### config.mk
export PLATFORM = sky130hd
export DESIGN_NAME = class_token_stream_decoder_core
export DESIGN_NICKNAME = d
export VERILOG_FILES = /design/src/rtl/core/ctsd_pkg.sv /design/src/rtl/core/class_token_stream_decoder_core.sv /design/src/rtl/core/ctsd_parse.sv
export VERILOG_INCLUDE_DIRS = /design/src /design/src/rtl/core
export SDC_FILE = /design/constraint.sdc
export NUM_CORES = 1
export LEC_CHECK = 0
export BUFFER_PORTS_ARGS = -buffer_cell sky130_fd_sc_hd__buf_2
export CORE_UTILIZATION = 55
export CTS_BUF_LIST = sky130_fd_sc_hd__clkbuf_4 sky130_fd_sc_hd__clkbuf_8 sky130_fd_sc_hd__clkbuf_16
export DETAILED_ROUTE_END_ITERATION = 8
export GPL_ROUTABILITY_DRIVEN = 0
export PLACE_DENSITY = 0.69
export SKIP_CTS_REPAIR_TIMING = 1
export SYNTH_ARGS = -nofsm -noshare
export SYNTH_HDL_FRONTEND = slang
export SYNTH_HIERARCHICAL = 1
export SYNTH_SLANG_ARGS = --single-unit
### constraint.sdc
create_clock -name i_clk -period 23.7 [get_ports i_clk]
set_input_delay 3.555 -clock i_clk [delete_from_list [all_inputs] [get_ports i_clk]]
set_output_delay 3.555 -clock i_clk [all_outputs]
set_load 0.02 [all_outputs]
### src/rtl/core/class_token_stream_decoder_core_defines.svh
// Assertion helpers shared by the decoder core files.
`ifndef CLASS_TOKEN_STREAM_DECODER_CORE_DEFINES_SVH
`define CLASS_TOKEN_STREAM_DECODER_CORE_DEFINES_SVH

// Same-cycle implication, checked outside reset.
`define CTSD_ASSERT_NOW(label, ante, cons, msg) \
    label: assert property (@(posedge i_clk) disable iff (!i_rst_n) (ante) |-> (cons)) \
        else $error(msg);

// Next-cycle implication, checked outside reset.
`define CTSD_ASSERT_NEXT(label, ante, cons, msg) \
    label: assert property (@(posedge i_clk) disable iff (!i_rst_n) (ante) |=> (cons)) \
        else $error(msg);

`endif

### src/rtl/core/ctsd_pkg.sv
`timescale 1ns / 1ps
package ctsd_pkg;

    localparam int VALUE_BITS      = 32;
    localparam int MAX_TOKEN_BYTES = 127;

    localparam logic [7:0] HEADER_MAGIC   = 8'hA2;
    localparam logic [7:0] OLD_VERSION    = 8'd1;
    localparam logic [7:0] HEADER_MAX_OLD = 8'd5;
    localparam logic [7:0] CMD_LINE_END   = 8'd0;
    localparam logic [7:0] CMD_SKIP_GAP   = 8'd128;
    localparam logic [7:0] CMD_FLEX_GAP   = 8'd129;

    localparam logic [7:0] CFG_FIRST_LINE      = 8'd0;
    localparam logic [7:0] CFG_LAST_LINE       = 8'd1;
    localparam logic [7:0] CFG_DELIMITER_CLASS = 8'd2;

    localparam logic [2:0] KIND_CLASS    = 3'd0;
    localparam logic [2:0] KIND_LINE_END = 3'd1;
    localparam logic [2:0] KIND_SKIP_GAP = 3'd2;
    localparam logic [2:0] KIND_FLEX_GAP = 3'd3;
    localparam logic [2:0] KIND_ERROR    = 3'd4;

    typedef struct packed {
        logic [31:0] first_line;
        logic [31:0] last_line;
        logic [31:0] delimiter_class;
    } t_cfg;

    typedef struct packed {
        logic        valid;
        logic [2:0]  kind;
        logic [31:0] class_id;
        logic [31:0] line_number;
    } t_result;

endpackage

### src/rtl/core/class_token_stream_decoder_core.sv
`timescale 1ns / 1ps
// Byte-stream decoder for class-token corpora.
// Input channel (i_in_valid / o_in_ready): one corpus byte per transaction,
// with i_in_start_of_file marking the first byte of each file.
// Output channel (o_out_valid / i_out_ready): zero or one event per byte:
// class token, line end, skip gap, flexible gap or format error, each with
// the line number it belongs to. Line-range filtering drops events other than
// format errors outside first_line..last_line unless both are zero.
// Config channel (i_cfg_valid / o_cfg_ready): index 0 first_line, 1 last_line,
// 2 delimiter_class; always ready; write only while the block is idle.
// Throughput: one byte per cycle while the skid entry is empty; each byte is
// decoded in the cycle it is accepted by the parse state update.
// Events are registered in the output register, or the skid entry on a stall.
// Receiver stall: the output register plus a one-entry skid buffer absorb
// one extra result; o_in_ready drops only while the skid entry is full.
// Reset (synchronous, active low): awaits a header byte, line count one,
// registers zero, output empty.
`include "class_token_stream_decoder_core_defines.svh"
module class_token_stream_decoder_core (
    input  logic        i_clk,
    input  logic        i_rst_n,
    input  logic        i_in_valid,
    output logic        o_in_ready,
    input  logic [7:0]  i_in_data_byte,
    input  logic        i_in_start_of_file,
    output logic        o_out_valid,
    input  logic        i_out_ready,
    output logic [2:0]  o_out_kind,
    output logic [31:0] o_out_class_id,
    output logic [31:0] o_out_line_number,
    input  logic        i_cfg_valid,
    output logic        o_cfg_ready,
    input  logic [7:0]  i_cfg_index,
    input  logic [31:0] i_cfg_data
);
    import ctsd_pkg::*;

    t_cfg    r_cfg;
    t_result r_out;
    t_result r_skid;
    t_result w_res;
    logic    in_accept;

    assign o_in_ready  = !r_skid.valid;
    assign o_cfg_ready = 1'b1;
    assign in_accept   = i_in_valid && o_in_ready;

    ctsd_parse u_parse (
        .i_clk           (i_clk),
        .i_rst_n         (i_rst_n),
        .i_accept        (in_accept),
        .i_data_byte     (i_in_data_byte),
        .i_start_of_file (i_in_start_of_file),
        .i_cfg           (r_cfg),
        .o_result        (w_res)
    );

    always_ff @(posedge i_clk) begin
        if (!i_rst_n) begin
            r_cfg        <= '0;
            r_out.valid  <= 1'b0;
            r_skid.valid <= 1'b0;
        end else begin
            if (i_cfg_valid) begin
                case (i_cfg_index)
                    CFG_FIRST_LINE:      r_cfg.first_line      <= i_cfg_data;
                    CFG_LAST_LINE:       r_cfg.last_line       <= i_cfg_data;
                    CFG_DELIMITER_CLASS: r_cfg.delimiter_class <= i_cfg_data;
                    default: ;
                endcase
            end
            if (r_skid.valid) begin
                if (i_out_ready) begin
                    r_out        <= r_skid;
                    r_skid.valid <= 1'b0;
                end
            end else if (!r_out.valid || i_out_ready) begin
                r_out <= w_res;
            end else if (w_res.valid) begin
                r_skid <= w_res;
            end
        end
    end

    assign o_out_valid       = r_out.valid;
    assign o_out_kind        = r_out.kind;
    assign o_out_class_id    = r_out.class_id;
    assign o_out_line_number = r_out.line_number;

    `CTSD_ASSERT_NOW(a_skid_behind_out, r_skid.valid, r_out.valid,
        "skid entry held with empty output register")
    `CTSD_ASSERT_NEXT(a_skid_fill_on_stall,
        !r_skid.valid && r_out.valid && !i_out_ready && w_res.valid, r_skid.valid,
        "stalled result not captured in skid entry")

endmodule

### src/rtl/core/ctsd_parse.sv
`timescale 1ns / 1ps
`include "class_token_stream_decoder_core_defines.svh"
module ctsd_parse (
    input  logic             i_clk,
    input  logic             i_rst_n,
    input  logic             i_accept,
    input  logic [7:0]       i_data_byte,
    input  logic             i_start_of_file,
    input  ctsd_pkg::t_cfg   i_cfg,
    output ctsd_pkg::t_result o_result
);
    import ctsd_pkg::*;

    typedef enum logic [2:0] {
        PH_HEADER,
        PH_VERSION,
        PH_VARINT,
        PH_OLD_CMD,
        PH_OLD_DATA,
        PH_HALTED
    } t_phase;

    t_phase                  r_phase, n_phase;
    logic [VALUE_BITS-1:0]   r_acc, n_acc;
    logic [2:0]              r_pos, n_pos;
    logic [6:0]              r_rem, n_rem;
    logic [31:0]             r_line_count, n_line_count;

    t_phase                  c_phase;
    logic [VALUE_BITS-1:0]   c_acc;
    logic [2:0]              c_pos;
    logic [6:0]              c_rem;
    logic [31:0]             c_line;

    logic                    do_cmd;
    logic                    emit;
    logic                    emit_filtered;
    logic [2:0]              emit_kind;
    logic [VALUE_BITS-1:0]   emit_value;
    logic                    line_sel;
    logic [7:0]              digit;
    logic [5:0]              shamt;
    logic [VALUE_BITS-1:0]   acc_sum;
    logic [2:0]              pos_inc;
    logic [6:0]              len;

    always_comb begin
        c_phase = r_phase;
        c_acc   = r_acc;
        c_pos   = r_pos;
        c_rem   = r_rem;
        c_line  = r_line_count;
        if (i_start_of_file) begin
            c_phase = PH_HEADER;
            c_acc   = '0;
            c_pos   = '0;
            c_rem   = '0;
            c_line  = 32'd1;
        end

        // weighted add of the current digit
        if (c_phase == PH_VARINT) begin
            digit = {1'b0, i_data_byte[6:0]};
            shamt = 6'(c_pos) * 6'd7;
        end else begin
            digit = i_data_byte;
            shamt = {c_pos, 3'b000};
        end
        if (c_pos != 3'd7 && 32'(shamt) < 32'(VALUE_BITS)) begin
            acc_sum = c_acc + (VALUE_BITS'(digit) << shamt);
        end else begin
            acc_sum = c_acc;
        end
        pos_inc = (c_pos != 3'd7) ? c_pos + 3'd1 : c_pos;

        len = (i_data_byte[6:0] > 7'(MAX_TOKEN_BYTES)) ? 7'(MAX_TOKEN_BYTES)
                                                        : i_data_byte[6:0];

        n_phase       = c_phase;
        n_acc         = c_acc;
        n_pos         = c_pos;
        n_rem         = c_rem;
        n_line_count  = c_line;
        do_cmd        = 1'b0;
        emit          = 1'b0;
        emit_filtered = 1'b1;
        emit_kind     = KIND_CLASS;
        emit_value    = '0;

        unique case (c_phase)
            PH_HEADER: begin
                if (i_data_byte == HEADER_MAGIC) begin
                    n_phase = PH_VERSION;
                end else if (i_data_byte > HEADER_MAX_OLD) begin
                    n_phase       = PH_HALTED;
                    emit          = 1'b1;
                    emit_filtered = 1'b0;
                    emit_kind     = KIND_ERROR;
                end else begin
                    n_phase = PH_OLD_CMD;
                    do_cmd  = 1'b1;
                end
            end
            PH_VERSION: begin
                n_phase = (i_data_byte == OLD_VERSION) ? PH_OLD_CMD : PH_VARINT;
                n_acc   = '0;
                n_pos   = '0;
            end
            PH_VARINT: begin
                n_acc = acc_sum;
                n_pos = pos_inc;
                if (!i_data_byte[7]) begin
                    n_acc = '0;
                    n_pos = '0;
                    emit  = 1'b1;
                    if (64'(acc_sum) == 64'(i_cfg.delimiter_class)) begin
                        emit_kind    = KIND_LINE_END;
                        n_line_count = c_line + 32'd1;
                    end else begin
                        emit_kind  = KIND_CLASS;
                        emit_value = acc_sum;
                    end
                end
            end
            PH_OLD_CMD: begin
                do_cmd = 1'b1;
            end
            PH_OLD_DATA: begin
                n_acc = acc_sum;
                n_pos = pos_inc;
                n_rem = (c_rem != 7'd0) ? c_rem - 7'd1 : c_rem;
                if (n_rem == 7'd0) begin
                    n_acc      = '0;
                    n_pos      = '0;
                    n_phase    = PH_OLD_CMD;
                    emit       = 1'b1;
                    emit_kind  = KIND_CLASS;
                    emit_value = acc_sum;
                end
            end
            default: begin
                n_phase = PH_HALTED;
            end
        endcase

        if (do_cmd) begin
            if (i_data_byte == CMD_LINE_END) begin
                emit         = 1'b1;
                emit_kind    = KIND_LINE_END;
                n_line_count = c_line + 32'd1;
            end else if (!i_data_byte[7]) begin
                n_acc   = '0;
                n_pos   = '0;
                n_rem   = len;
                n_phase = PH_OLD_DATA;
            end else if (i_data_byte == CMD_SKIP_GAP) begin
                emit      = 1'b1;
                emit_kind = KIND_SKIP_GAP;
            end else if (i_data_byte == CMD_FLEX_GAP) begin
                emit      = 1'b1;
                emit_kind = KIND_FLEX_GAP;
            end
        end

        line_sel = (i_cfg.first_line == 32'd0 && i_cfg.last_line == 32'd0) ||
                   (c_line >= i_cfg.first_line && c_line <= i_cfg.last_line);

        o_result.valid       = i_accept && emit && (!emit_filtered || line_sel);
        o_result.kind        = emit_kind;
        o_result.class_id    = 32'(emit_value);
        o_result.line_number = c_line;
    end

    always_ff @(posedge i_clk) begin
        if (!i_rst_n) begin
            r_phase      <= PH_HEADER;
            r_acc        <= '0;
            r_pos        <= '0;
            r_rem        <= '0;
            r_line_count <= 32'd1;
        end else if (i_accept) begin
            r_phase      <= n_phase;
            r_acc        <= n_acc;
            r_pos        <= n_pos;
            r_rem        <= n_rem;
            r_line_count <= n_line_count;
        end
    end

    `CTSD_ASSERT_NOW(a_halted_silent,
        i_accept && !i_start_of_file && r_phase == PH_HALTED, !o_result.valid,
        "result produced while halted")
    `CTSD_ASSERT_NOW(a_error_on_line_one,
        o_result.valid && o_result.kind == KIND_ERROR, o_result.line_number == 32'd1,
        "format error not on line one")
    `CTSD_ASSERT_NOW(a_class_id_zero,
        o_result.valid && o_result.kind != KIND_CLASS, o_result.class_id == 32'd0,
        "nonzero class id on non-token event")
    `CTSD_ASSERT_NEXT(a_sof_restarts_lines,
        i_accept && i_start_of_file, r_line_count == 32'd1 || r_line_count == 32'd2,
        "line count not restarted by start of file")

endmodule

==> flow_metrics.tcl <==
set metrics [dict create \
    critPathArrivalTime_ns 12.21 \
    avgSynthCellArea_um2 8.92 \
    synthMuxAreaShare_pct 9.78 \
    utilization_pct 61.2 \
    cts.clk_slew.worst_paths_ns 0.06 \
    dieArea_um2 38000 \
    intPower_uw 922 \
    syn_nets 2458 \
    ant_nets 0 \
    core_um2 36600 \
    drtIter0Drc 2254 \
    swShare_pct 24.8 \
    cts_buffers 34 \
    synthSimpleGateAreaFrac_pct 20.8 \
    antenna_found_initial 0 \
    rsz0062_at_grt "false" \
    yosys_warnings 6 \
    ys_types 98 \
    ioPinCount 124 \
    synth_xor_area_share_pct 3.65 \
    rows 70 \
    final.setup_skew_ns 0.0208 \
    cts_sinks 309 \
    cts_root_buffer "clkbuf_16" \
    reg2reg_slack_ns 14.95 \
    worst_slew_pin_slew_ns 1.13 \
    n_antenna_cell 0 \
    maxCapViolCount 0 \
    pwr-share-seq_pct 46.4 \
    cts_tree "done" \
    reg2reg_from "u_parse/r_pos[0]" \
    min_from "u_parse/r_acc[31]" \
    yosys.area_share.adder_pct 6.67 \
    crit_top_cell "ha_1" \
    async_flop_share_pct 0 \
    hold_viol_final 0 \
    dr.pass1.iters 6 \
    synthCells 2296 \
    clkLatencyLatePin_ns 0.55 \
    first_global_vias 17500 \
    finalPower_mw 1.23 \
    wl_per_cell_um 22.9 \
    syn2layout_area_growth_pct 9.26 \
    track_usage_pct 33.6 \
    end_kind "flip-flop" \
    peakVddDrop_mv 0.0548 \
    setup_violations 0 \
    cts_buffer_depth 3 \
    clkPwrFrac_pct 44.6 \
    hpwl_um 48300 \
    wl_um 64800 \
    cp_max_fo 42 \
    gr-total-overflow 0 \
    yosys.area.top_type "edfxtp_1" \
    p_sw_uw 305 \
    fp.dieW_um 195 \
    synth_seq_cells 309 \
    startpoint "i_in_start_of_file" \
    clock.fmax_mhz 83.8 \
    vias_per_cell 6.50 \
    synth_ff_type "dfxtp_1" \
    ys_seq_area_share_pct 36.7 \
    synth_top_family_by_area "simple AND/OR/NAND/NOR gates" \
    outcome "finished clean" \
    synth_area_leaders "edfxtp_1 20%, dfxtp_1 17%, ha_1 6.5%" \
    drcViolationCount 0 \
    drive_above_1_share_pct 13.7 \
    vias 18400 \
    critPathSlowestCell "a221oi_1" \
    start_kind "primary input" \
    slew_violations 0 \
    critical_path_buf_inv_count 4 \
    syn-cell-area_um2 20500 \
    crit_type "in2reg" \
    synth_compound_area_share_pct 16.9 \
    period_needed_ns 11.93 \
    path_delay_family "simple AND/OR/NAND/NOR gates" \
    grt_pass1_wl_um 99300 \
    hold_ws_ns 0.479 \
    synth.most_common_cell "nand2_1" \
    hold_class "reg2reg" \
    io_buffers 122 \
    grt_max_degree 101 \
    cpPeakStageDelay_ns 0.94 \
    cellPowerDensity_nw_per_um2 54.8 \
    required_ns 23.98 \
    comb_power_share_pct 8.9 \
    min_period_over_period_pct 50.3 \
    fin_tns_setup_ns 0 \
    initial_core_util_pct 56.0 \
    preCtsSetupSlack_ns 11.61 \
    max_slew_margin_pct 22.6 \
    die_h_um 195 \
    synth-edff-count 134 \
    nNetsFinal 2504 \
    ctsHtreeMaxLevel 2 \
    fin_ws_ns 11.77 \
    leakage_nw 9.05 \
    synthTopCellsByCount "282 x nand2_1, 183 x nor2_1, 175 x dfxtp_1" \
    netlist.area_leader.share_pct 19.6 \
]
-- worst min-delay path, stage by stage (launching register included) --
cell and delay (ns):
dfxtp_1 0.31, nand2_1 0.06, a21oi_1 0.06
-- power groups by stage --
stage | Sequential, mW | Clock, mW | Combinational [mW]
after floorplan | 0.590 | 0 | 0.0627
after global placement | 0.581 | 0 | 0.106
after detailed placement | 0.581 | 0 | 0.107
after CTS | 0.570 | 0.557 | 0.107
after global routing | 0.571 | 0.575 | 0.116
final | 0.570 | 0.548 | 0.109
-- registers in the layout, indices dropped and copies added (netlist names) --
register,cells
o_out_valid,1
r_skid,68
u_parse/r_phase,3
u_parse/r_acc,32
u_parse/r_pos,3
o_out_kind,3
r_cfg,96
o_out_class_id,32
o_out_line_number,32
u_parse/r_rem,7
u_parse/r_line_count,32
-- stage by stage --
step	instance area (um2)	std cells
2_1_floorplan	20500	2296
3_3_place_gp	21200	2774
3_5_place_dp	21200	2774
4_1_cts	22400	2834
5_1_grt	22400	2834
6_report	22400	2834
-- cells by family (layout without fill, tap and decap cells) --
kind of cell    Yosys count  after routing
xor+xnor                 79             79
flops                   309            309
simple gates            851            851
fa+ha+maj               108            108
other cells               1              1
compound gates          504            504
mux                     191            191
buf+inv                 253            323
-- cell usage in the layout, fill, tap and decap left out, drive strengths merged, types with 39 or more instances in the layout --
| cell type | n |
|---|---|
| a21oi | 115 |
| buf | 148 |
| clkbuf | 47 |
| dfxtp | 175 |
| edfxtp | 134 |
| ha | 106 |
| inv | 116 |
| mux2 | 74 |
| mux2i | 117 |
| nand2 | 282 |
| nand2b | 39 |
| nand3 | 55 |
| nand4 | 44 |
| nor2 | 184 |
| nor2b | 72 |
| o21ai | 90 |
| xnor2 | 51 |
-- cell type report --
type,instances,area [um2]
Clock buffer,47,986
Timing Repair Buffer,148,811
Inverter,115,432
Sequential cell,309,7530
Fill cell,3228,14200
Multi-Input combinational cell,1734,11900
Clock inverter,13,164
Tap cell,468,586
-- worst paths after layout --
check | cells after the start | endpoint
hold reg to reg | 2 | u_parse/r_acc[31]
setup reg to reg | 26 | o_out_class_id[25]
setup / recovery | 27 | o_out_class_id[25]
hold / removal | 2 | u_parse/r_acc[31]
-- per-layer routing --
layer	vias to the layer above	wire length [um]	GRT usage (%)
li1	8460	-	-
met1	8791	26000	42.9
met2	934	29300	53.7
met3	243	5230	5.39
met4	0	4240	20.0
met5	-	0	0
Note: power is estimated with default switching activity, not from simulation.
